**config.mk**
```make
export PLATFORM = sky130hd
export DESIGN_NAME = spb_ctrl
export DESIGN_NICKNAME = d
export VERILOG_FILES = /design/src/hdl/spb_pkg.sv /design/src/hdl/spb_ctrl.sv
export SDC_FILE = /design/constraint.sdc
export NUM_CORES = 1
export LEC_CHECK = 0
export BUFFER_PORTS_ARGS = -buffer_cell sky130_fd_sc_hd__buf_2
export CORE_MARGIN = 3
export CORE_UTILIZATION = 40
export CTS_CLUSTER_SIZE = 12
export DETAILED_ROUTE_END_ITERATION = 10
export PLACE_DENSITY = 0.77
export SLEW_MARGIN = 25
export SYNTH_ARGS = -nofsm -noshare
export SYNTH_HDL_FRONTEND = slang
export SYNTH_SLANG_ARGS = --single-unit
```
**constraint.sdc**
```tcl
create_clock -name clk_i -period 1.8 [get_ports clk_i]
set_input_delay 0.18 -clock clk_i [delete_from_list [all_inputs] [get_ports clk_i]]
set_output_delay 0.18 -clock clk_i [all_outputs]
set_load 0.02 [all_outputs]
```
**src/hdl/spb_pkg.sv**
```systemverilog
// Shared constants, transaction types and control structs of the binned string store.
package spb_pkg;

  localparam int BIN_BYTES_DEF = 4096;
  localparam int NUM_BINS_DEF  = 16;

  localparam int HANDLE_W = 17;
  localparam int BYTE_W   = 8;
  localparam int LEN_W    = 12;
  localparam int COUNT_W  = 16;
  localparam int BYTES_W  = 17;
  localparam int STATUS_W = 2;

  localparam logic CMD_APPEND = 1'b0;
  localparam logic CMD_READ   = 1'b1;

  localparam logic [STATUS_W-1:0] ST_OK       = 2'd0;
  localparam logic [STATUS_W-1:0] ST_FULL     = 2'd1;
  localparam logic [STATUS_W-1:0] ST_INVALID  = 2'd2;
  localparam logic [STATUS_W-1:0] ST_MISMATCH = 2'd3;

  localparam logic [BYTE_W-1:0] TERMINATOR = 8'h00;

  typedef struct packed {
    logic                cmd;
    logic [BYTE_W-1:0]   data_byte;
    logic                last;
    logic [LEN_W-1:0]    str_length;
    logic [HANDLE_W-1:0] handle;
  } in_t;

  typedef struct packed {
    logic [HANDLE_W-1:0] result_handle;
    logic [BYTE_W-1:0]   read_byte;
    logic [STATUS_W-1:0] status;
    logic [COUNT_W-1:0]  string_count;
    logic [BYTES_W-1:0]  bytes_used;
  } out_t;

  typedef struct packed {
    logic latch_in;
    logic open_str;
    logic calc_base;
    logic store_byte;
    logic finish;
    logic div_step;
    logic rd_addr;
    logic rd_check;
  } cmd_t;

  typedef struct packed {
    logic cmd_read;
    logic in_string;
    logic len_zero;
    logic last;
  } sts_t;

endpackage

```
**src/hdl/spb_ctrl.sv**
```systemverilog
// Controller state machine sequencing append and read transactions.
module spb_ctrl (
  input  logic          clk_i,
  input  logic          rst_ni,
  input  logic          start,
  output logic          busy,
  input  spb_pkg::sts_t sts_i,
  output spb_pkg::cmd_t cmd_o,
  output logic          result_valid_o
);

  typedef enum logic [8:0] {
    S_IDLE = 9'b000000001,
    S_OPEN = 9'b000000010,
    S_BASE = 9'b000000100,
    S_BYTE = 9'b000001000,
    S_FIN  = 9'b000010000,
    S_DIV  = 9'b000100000,
    S_RADR = 9'b001000000,
    S_RCHK = 9'b010000000,
    S_EMIT = 9'b100000000
  } state_e;

  state_e state_q, state_d;

  always_comb begin
    state_d = state_q;
    cmd_o   = '0;
    case (state_q)
      S_IDLE: begin
        if (start) begin
          cmd_o.latch_in = 1'b1;
          if (sts_i.cmd_read) begin
            state_d = S_DIV;
          end else if (sts_i.in_string) begin
            state_d = S_BYTE;
          end else begin
            state_d = S_OPEN;
          end
        end
      end
      S_OPEN: begin
        cmd_o.open_str = 1'b1;
        if (!sts_i.len_zero) begin
          state_d = S_BASE;
        end else if (sts_i.last) begin
          state_d = S_FIN;
        end else begin
          state_d = S_IDLE;
        end
      end
      S_BASE: begin
        cmd_o.calc_base = 1'b1;
        state_d = S_BYTE;
      end
      S_BYTE: begin
        cmd_o.store_byte = 1'b1;
        state_d = sts_i.last ? S_FIN : S_IDLE;
      end
      S_FIN: begin
        cmd_o.finish = 1'b1;
        state_d = S_EMIT;
      end
      S_DIV: begin
        cmd_o.div_step = 1'b1;
        state_d = S_RADR;
      end
      S_RADR: begin
        cmd_o.rd_addr = 1'b1;
        state_d = S_RCHK;
      end
      S_RCHK: begin
        cmd_o.rd_check = 1'b1;
        state_d = S_EMIT;
      end
      S_EMIT: begin
        state_d = S_IDLE;
      end
      default: begin
        state_d = S_IDLE;
      end
    endcase
  end

  always_ff @(posedge clk_i or negedge rst_ni) begin
    if (!rst_ni) begin
      state_q <= S_IDLE;
    end else begin
      state_q <= state_d;
    end
  end

  assign busy           = state_q != S_IDLE;
  assign result_valid_o = state_q == S_EMIT;

endmodule

```
==> impl_metrics.json, run 1 <==
{
  "fin_crit_ps": 2020,
  "largest-register": "state_q",
  "synth-edff-count": 0,
  "gp_congestion": 0.788,
  "drive_gt1_frac": 0.702,
  "finalClockSkew_ps": 3.78,
  "fp.dieW_um": 43.3,
  "synthCells": 60,
  "reg_top3": "state_q: 9 flops",
  "ant_nets": 0,
  "insertion_delay_ps": 260,
  "relSlewSlack": 0.741,
  "vias_per_cell": 5.81,
  "end_kind": "output pin",
  "tightest_slew_ps": 388,
  "yosysMostFrequentCell": "dfrtp_1",
  "rsz0062_at_grt": "true",
  "worst_ep_required_time_ps": 1620,
  "syn_area_um2": 557,
  "synth_common_cells": "dfrtp_1, inv_1, nor2_1",
  "cp-start-kind": "register",
  "power_density_nw_per_um2": 1310,
  "avgSynthCellArea_um2": 9.28,
  "holdWs_ps": 90.0,
  "setup_violations": 11,
  "synth.area.top_cells": "dfrtp_1, nor4b_1, dfstp_2, nor3_1, or4b_2",
  "synth_compound_area_frac": 0.0742,
  "first_global_vias": 721,
  "grt_max_degree": 10,
  "core_area_um2": 1200,
  "synth-xor-area-share": 0.0315,
  "cts.path.max_buffers": 2,
  "vias": 686,
  "io_pins": 17,
  "die_h_um": 43.3,
  "fmax_mhz": 496,
  "antenna_found_initial": 0,
  "syn2layout_area_growth_pct": 93.7,
  "yosys.area_share.adder": 0,
  "placed_area_um2": 777,
  "hold_path_class": "in -> reg",
  "synth.top_cell.area_share": 0.360,
  "status": "finished with violations",
  "synthFlopType": "dfrtp_1",
  "grt_pass1_wl_mm": 3.36,
  "async_reset_ff_frac": 1.00,
  "synth-seq-cells": 9,
  "port_buffers": 16,
  "ys_seq_area_frac": 0.407,
  "nets": 112,
  "synth_top_family_by_area": "simple AND/OR/NAND/NOR gates",
  "remaining_drc_errors": 0,
  "synth-simple-area-share": 0.413,
  "grt_overflow": 0,
  "syn_nets": 67,
  "h-tree-depth": 1,
  "finish.utilization": 0.898,
  "cap_violations": 0,
  "ir_drop_mv": 0.859,
  "post-route-period-util": 1.12,
  "grtUsageTotal": 0.243,
  "stdcell_area_um2": 1080,
  "cts_root_buf": "clkbuf_4",
  "cts_sinks": 9,
  "arrival_ps": 1840,
  "cts_buffers": 3,
  "yosysWarnings": 0,
  "violations": "setup timing",
  "crit_type": "reg -> out",
  "clk_pin_slew_ps": 70,
  "largest_reg_flops": 9,
  "pre_cts_ws_ps": -84.1,
  "n_antenna_cell": 0,
  "power_uw": 1410,
  "initialDrtViolationCount": 18,
  "p_leak_uw": 0.000525,
  "postLayoutSetupSlackWorst_ps": -218,
  "rows": 12,
  "wl_mm": 2.26,
  "die-area_um2": 1880,
  "timing.final.hold_violations": 0,
  "ys_types": 27,
  "routedWlPerCell_um": 19.2,
  "synth.area.mux_share": 0.0202,
  "finalMaxSlewViolations": 0,
  "first_pass_iters": 4,
  "dp_hpwl_mm": 1.05,
  "path_max_fanout": 5,
  "cts_tree": "built",
  "synth_top_area_cell": "dfrtp_1",
  "start_util": 0.464
}
-- per-stage QoR --
stage               TNS, ps  instances
global placement      -67.4        100
finish                -1640        118
detailed placement     -165        100
floorplan              -202         60
global route          -2320        118
CTS                   -1080        116
-- timing repair --
| item | in CTS | in global routing |
|---|---|---|
| pin swaps | 11 | 2 |
| hold buffers | 1 | 0 |
| endpoints found under the hold margin | 9 | 0 |
| setup buffers | 11 | 2 |
| resized for setup | 34 | 11 |
| setup endpoints to repair | 11 | 13 |
-- power breakdown --
part / switching (uW) / leakage [uW] / internal (uW)
combinational: 447 / 0.000386 / 518
sequential: 46.2 / 0.000121 / 242
clock: 77.5 / 0.0000177 / 82.1
total: 571 / 0.000525 / 843
-- critical path: stages (launching register included) --
cell and delay, ps:
dfrtp_1 390, nor3_2 230, or3b_4 480, nor4b_4 280
buf_4 190
-- cell usage in the layout, fill, tap and decap left out, drive strengths merged --
cell and count:
a211oi 2, a21oi 1, a31oi 1, and3 1, and4bb 1, buf 42
clkbuf 3, clkinv 1, dfrtp 8, dfstp 1, dlygate4sd3 1, inv 5
mux2 1, nand2 4, nor2 5, nor2b 3, nor3 4, nor3b 1
nor4 3, nor4b 5, o221ai 1, o22ai 1, or2 2, or3b 1
or4 2, or4b 2, xor2 2
-- path summary, 6_finish.rpt --
path,startpoint,slack (ps),end,cells past startpoint
setup reg to reg,state_q[7],-210,state_q[0],4
hold reg to reg,state_q[4],620,state_q[7],2
max in group asynchronous,rst_ni,1240,state_q[0],2
setup / recovery,state_q[2],-220,cmd_o[0],4
min in group asynchronous,rst_ni,310,state_q[2],2
hold / removal,sts_i[3],90,state_q[1],2
-- per-layer routing --
metal	routed length (um)	global-route usage	vias up
li1	-	-	308
met1	910	0.315	342
met2	1180	0.419	36
met3	177	0.0636	0
met4	0	0.0241	0
met5	0	0	-
-- logic make-up after synthesis --
logic type | after synthesis
and+or+nand+nor | 34
DFF | 9
AOI/OAI and AO/OA | 6
xor gates and xnor gates | 2
muxes | 1
buffers and inverters | 8
-- cell type report --
class | count | area (um^2)
clock inverter | 1 | 5.00
timing repair buffer | 43 | 352
sequential | 9 | 226
clock buffer | 3 | 22.5
tap | 14 | 17.5
inverter | 5 | 21.3
multi-input combinational | 43 | 434
fill | 50 | 123
(Power assumes the default switching activity.)
==> run 2: changes to the inputs <==
- PLACE_DENSITY: 0.77 -> 0.75
- clock period: 1.8 -> 2.1 ns (I/O delays scaled with it)
==> impl_metrics.json, run 2 (synthesis results as in run 1) <==
{
  "tightest_slew_ps": 485,
  "antenna_found_initial": 0,
  "grt_pass1_wl_mm": 2.26,
  "p_int_uw": 497,
  "crit_type": "reg -> out",
  "nets": 90,
  "clk_pin_slew_ps": 60,
  "die_h_um": 43.3,
  "n_antenna_cell": 0,
  "first_global_vias": 529,
  "nFillCells": 103,
  "combPwrFrac": 0.530,
  "die-area_um2": 1880,
  "grt_max_degree": 10,
  "post-route-period-util": 0.979,
  "h-tree-depth": 1,
  "placed_area_um2": 679,
  "power_density_nw_per_um2": 1060,
  "dp_cells": 91,
  "gp_congestion": 0.832,
  "multiInputGateArea_um2": 370,
  "insertion_delay_ps": 250,
  "holdWs_ps": 131,
  "arrival_ps": 1850,
  "largest-register": "state_q",
  "ir_drop_mv": 0.589,
  "hold_path_class": "in -> reg",
  "clkPwrFrac": 0.153,
  "cts_root_buf": "clkbuf_4",
  "finalSetupTns_ps": 0,
  "routedWlPerCell_um": 14.2,
  "dp_hpwl_mm": 1.01,
  "setup_violations": 0,
  "seq_area_um2": 226,
  "first_pass_iters": 3,
  "p_seq_frac": 0.317,
  "reg_top3": "state_q: 9 flops",
  "drive_gt1_frac": 0.463,
  "finalNonFillerCells": 96,
  "largest_reg_flops": 9,
  "cp-start-kind": "register",
  "cts.path.max_buffers": 2,
  "core_area_um2": 1200,
  "cts_tree": "built",
  "finalMaxSlewViolations": 0,
  "timing.final.hold_violations": 0,
  "ant_nets": 0,
  "port_buffers": 16,
  "fin_crit_ps": 2060,
  "cts_sinks": 9,
  "fp.dieW_um": 43.3,
  "stdcell_area_um2": 788,
  "finalClockSkew_ps": 4.41,
  "wl_mm": 1.36,
  "grt_overflow": 0,
  "p_sw_uw": 339,
  "vias_per_cell": 5.43,
  "rows": 12,
  "initialDrtViolationCount": 7,
  "start_util": 0.464,
  "final_common_cell": "buf_2",
  "remaining_drc_errors": 0,
  "cap_violations": 0,
  "status": "finished, final reports clean",
  "p_leak_uw": 0.000391,
  "io_pins": 17,
  "worst_ep_required_time_ps": 1890,
  "end_kind": "output pin",
  "path_max_fanout": 6,
  "grtUsageTotal": 0.158,
  "p_sw_frac": 0.405,
  "cts_buffers": 3,
  "syn2layout_area_growth_pct": 41.6,
  "rsz0062_at_grt": "true",
  "layout_common_cells": "buf_2, dfrtp_1, nor2_1, inv_1, buf_4",
  "relSlewSlack": 0.672,
  "vias": 521,
  "fmax_mhz": 487
}
==> run 2: cell types whose count changed in the layout (fill, tap and decap cells not counted), sizes merged <==
cell / previous run / this run
buf: 42 / 20
clkbuf: 3 / 4
clkinv: 1 / 0
==> run 2: power by group through the flow <==
stage	clock, uW	sequential, uW	combinational (uW)
2_1_floorplan	0	239	264
3_3_place_gp	0	250	361
3_5_place_dp	0	252	369
4_1_cts	131	251	390
5_1_grt	141	269	488
6_report	128	265	443
==> run 2: layout make-up <==
type	count	area share
Inverter	5	0.0238
Multi-Input combinational cell	43	0.470
Clock buffer	4	0.0333
Sequential cell	9	0.287
Tap cell	14	0.0222
Timing Repair Buffer	21	0.163
==> run 2: critical path, cell delays in order, from the launching register on <==
cell	delay [ps]
dfrtp_1	430
or4_4	590
nor3b_4	230
buf_4	150
inv_1	40
buf_2	150
==> run 2: path summary, 6_finish.rpt <==
path                            start    endpoint  slack, ps  cells after the start
setup / recovery           state_q[4]        busy         40                      5
hold / removal               sts_i[3]  state_q[1]        130                      2
hold reg to reg            state_q[4]  state_q[7]        550                      1
min in group asynchronous      rst_ni  state_q[8]        330                      2
setup reg to reg           state_q[4]  state_q[0]         80                      4
max in group asynchronous      rst_ni  state_q[0]       1520                      2
==> run 2: stage by stage <==
stage / worst slack (ps) / utilization / total power, uW
floorplan: -7.56 / - / 503
global placement: 172 / 0.566 / 610
detailed placement: 137 / 0.566 / 621
CTS: 23.6 / 0.610 / 772
global route: -25.5 / 0.656 / 898
finish: 44.6 / 0.656 / 836
==> run 2: metal layers <==
layer / up-vias / GRT usage / wire length [um]
met4: 0 / 0.0361 / 0
met2: 9 / 0.277 / 658
met1: 250 / 0.194 / 660
met3: 0 / 0.0381 / 44
li1: 262 / - / -
met5: - / 0 / 0
==> run 2: what timing repair did <==
item | 4_1_cts | 5_1_grt
endpoints found under the hold margin | 8 | 0
setup buffers | 0 | 0
cloned | 0 | 0
hold buffers | 1 | 0
endpoints found under the setup margin | 5 | 4
resized for setup | 4 | 10
pin swaps | 0 | 1
==> run 3: changes to the inputs <==
- HOLD_SLACK_MARGIN: not set -> 0.15
- PLACE_DENSITY: 0.75 -> 0.77
- clock period: 2.1 -> 1.7 ns (I/O delays scaled with it)
==> impl_metrics.json, run 3 (synthesis results as in run 1) <==
{
  "port_buffers": 16,
  "cts_sinks": 9,
  "insertion_delay_ps": 280,
  "violations": "setup timing",
  "h-tree-depth": 1,
  "crit_type": "reg -> out",
  "tightest_slew_ps": 361,
  "finalSetupTns_ps": -4070,
  "fmax_mhz": 479,
  "cap_violations": 0,
  "cts_tree": "built",
  "reg_top3": "state_q: 9 flops",
  "relSlewSlack": 0.756,
  "largest_reg_flops": 9,
  "remaining_drc_errors": 0,
  "finalMaxSlewViolations": 0,
  "r2r-start": "state_q[7]",
  "crit_slowest_cell": "or4_4",
  "p_leak_uw": 0.000520,
  "power_uw": 1550,
  "power_density_nw_per_um2": 1370,
  "antenna_found_initial": 0,
  "hold_path_class": "in -> async",
  "initialDrtViolationCount": 30,
  "rsz0062_at_grt": "true",
  "grt_overflow": 0,
  "crit_buf_inv": 3,
  "path_max_fanout": 4,
  "routedWlPerCell_um": 22.3,
  "cts.path.max_buffers": 2,
  "timing.final.hold_violations": 0,
  "first_global_vias": 697,
  "fin_crit_ps": 2090,
  "ant_nets": 0,
  "die_h_um": 43.3,
  "status": "finished with violations",
  "end_kind": "output pin",
  "r2r-end": "state_q[1]",
  "n_antenna_cell": 0,
  "vias_per_cell": 6.08,
  "largest-register": "state_q",
  "rows": 12,
  "critical_path.top_delay_family": "simple AND/OR/NAND/NOR gates",
  "post-route-period-util": 1.23,
  "drive_gt1_frac": 0.689,
  "wl_mm": 2.68,
  "postLayoutSetupSlackWorst_ps": -386,
  "slowest_delay_ps": 550,
  "clk_pin_slew_ps": 60,
  "grtUsageTotal": 0.248,
  "first_pass_iters": 4,
  "final_common_cell": "buf_4",
  "dp_hpwl_mm": 1.14,
  "cp_cell_sequence": "or4_4 -> buf_6 -> nor3b_4 -> inv_1 -> buf_6",
  "start_util": 0.464,
  "syn2layout_area_growth_pct": 104,
  "grt_pass1_wl_mm": 3.25,
  "cp-start-kind": "register",
  "arrival_ps": 1920,
  "core_area_um2": 1200,
  "io_pins": 17,
  "cts_root_buf": "clkbuf_4",
  "nets": 114,
  "cp_common_cell": "buf_6",
  "setup_violations": 16,
  "ir_drop_mv": 0.967,
  "gp_congestion": 0.734,
  "grt_max_degree": 10,
  "vias": 729,
  "fp.dieW_um": 43.3,
  "cts_buffers": 3,
  "layout_common_cells": "buf_4, buf_6, dfrtp_1",
  "die-area_um2": 1880,
  "reg2reg_depth": 7,
  "pre_cts_ws_ps": -129,
  "rrSetupSlack_ps": -270,
  "worst_ep_required_time_ps": 1530,
  "finalClockSkew_ps": 5.07
}
==> run 3: cell types whose count changed in the layout (fill, tap and decap cells not counted), sizes merged <==
cell / delta
dlygate4sd3: +5
buf: +19
clkinv: +1
clkbuf: -1
==> run 3: timing repair <==
item                                    4_1_cts  5_1_grt
hold buffers                                  6        0
endpoints found under the setup margin       14       17
hold endpoints to repair                     14        0
setup buffers                                 6        5
resized for setup                            32       14
pin swaps                                    10        4
gates cloned                                  0        0
==> run 3: cell type report <==
cell class,instances,area [um^2]
Clock buffer,3,22.5
Fill cell,35,66.3
Multi-Input combinational cell,43,460
Tap cell,14,17.5
Inverter,5,18.8
Timing Repair Buffer,45,383
Clock inverter,1,5.00
Sequential cell,9,228
==> run 3: worst max path at each step <==
stage / endpoint / slack (ps) / startpoint / cells after the start
2_1_floorplan: state_q[8] / -180 / state_q[2] / 6
3_3_place_gp: state_q[0] / -60 / state_q[7] / 4
3_5_place_dp: state_q[0] / -130 / state_q[7] / 4
4_1_cts: cmd_o[7] / -310 / state_q[6] / 6
5_1_grt: cmd_o[7] / -420 / state_q[7] / 6
6_report: busy / -390 / state_q[7] / 5
==> run 3: routing by layer <==
metal,global-route usage,wire length [um],vias up,part of all wire
met5,0,0,-,0
met4,0.0904,93,0,0.035
met3,0.0805,206,12,0.077
met2,0.451,1300,44,0.49
met1,0.263,1070,362,0.40
li1,-,-,311,-
==> run 3: per-stage QoR <==
stage | instances | hold WS [ps] | cell area [um^2] | utilization
after global placement | 101 | 24.8 | 796 | 0.663
after detailed placement | 101 | 29.9 | 796 | 0.663
final | 120 | 282 | 1130 | 0.945
after global routing | 120 | 283 | 1130 | 0.945
after CTS | 115 | 272 | 1030 | 0.856
after floorplan | 60 | -126 | 624 | -
==> run 3: where the power goes <==
group          internal (uW)  total, uW  leakage, uW  switching, uW
combinational            554       1050     0.000383            495
clock                   87.4        174    0.0000177           86.4
sequential               258        327     0.000119           69.0
total                    900       1550     0.000520            651
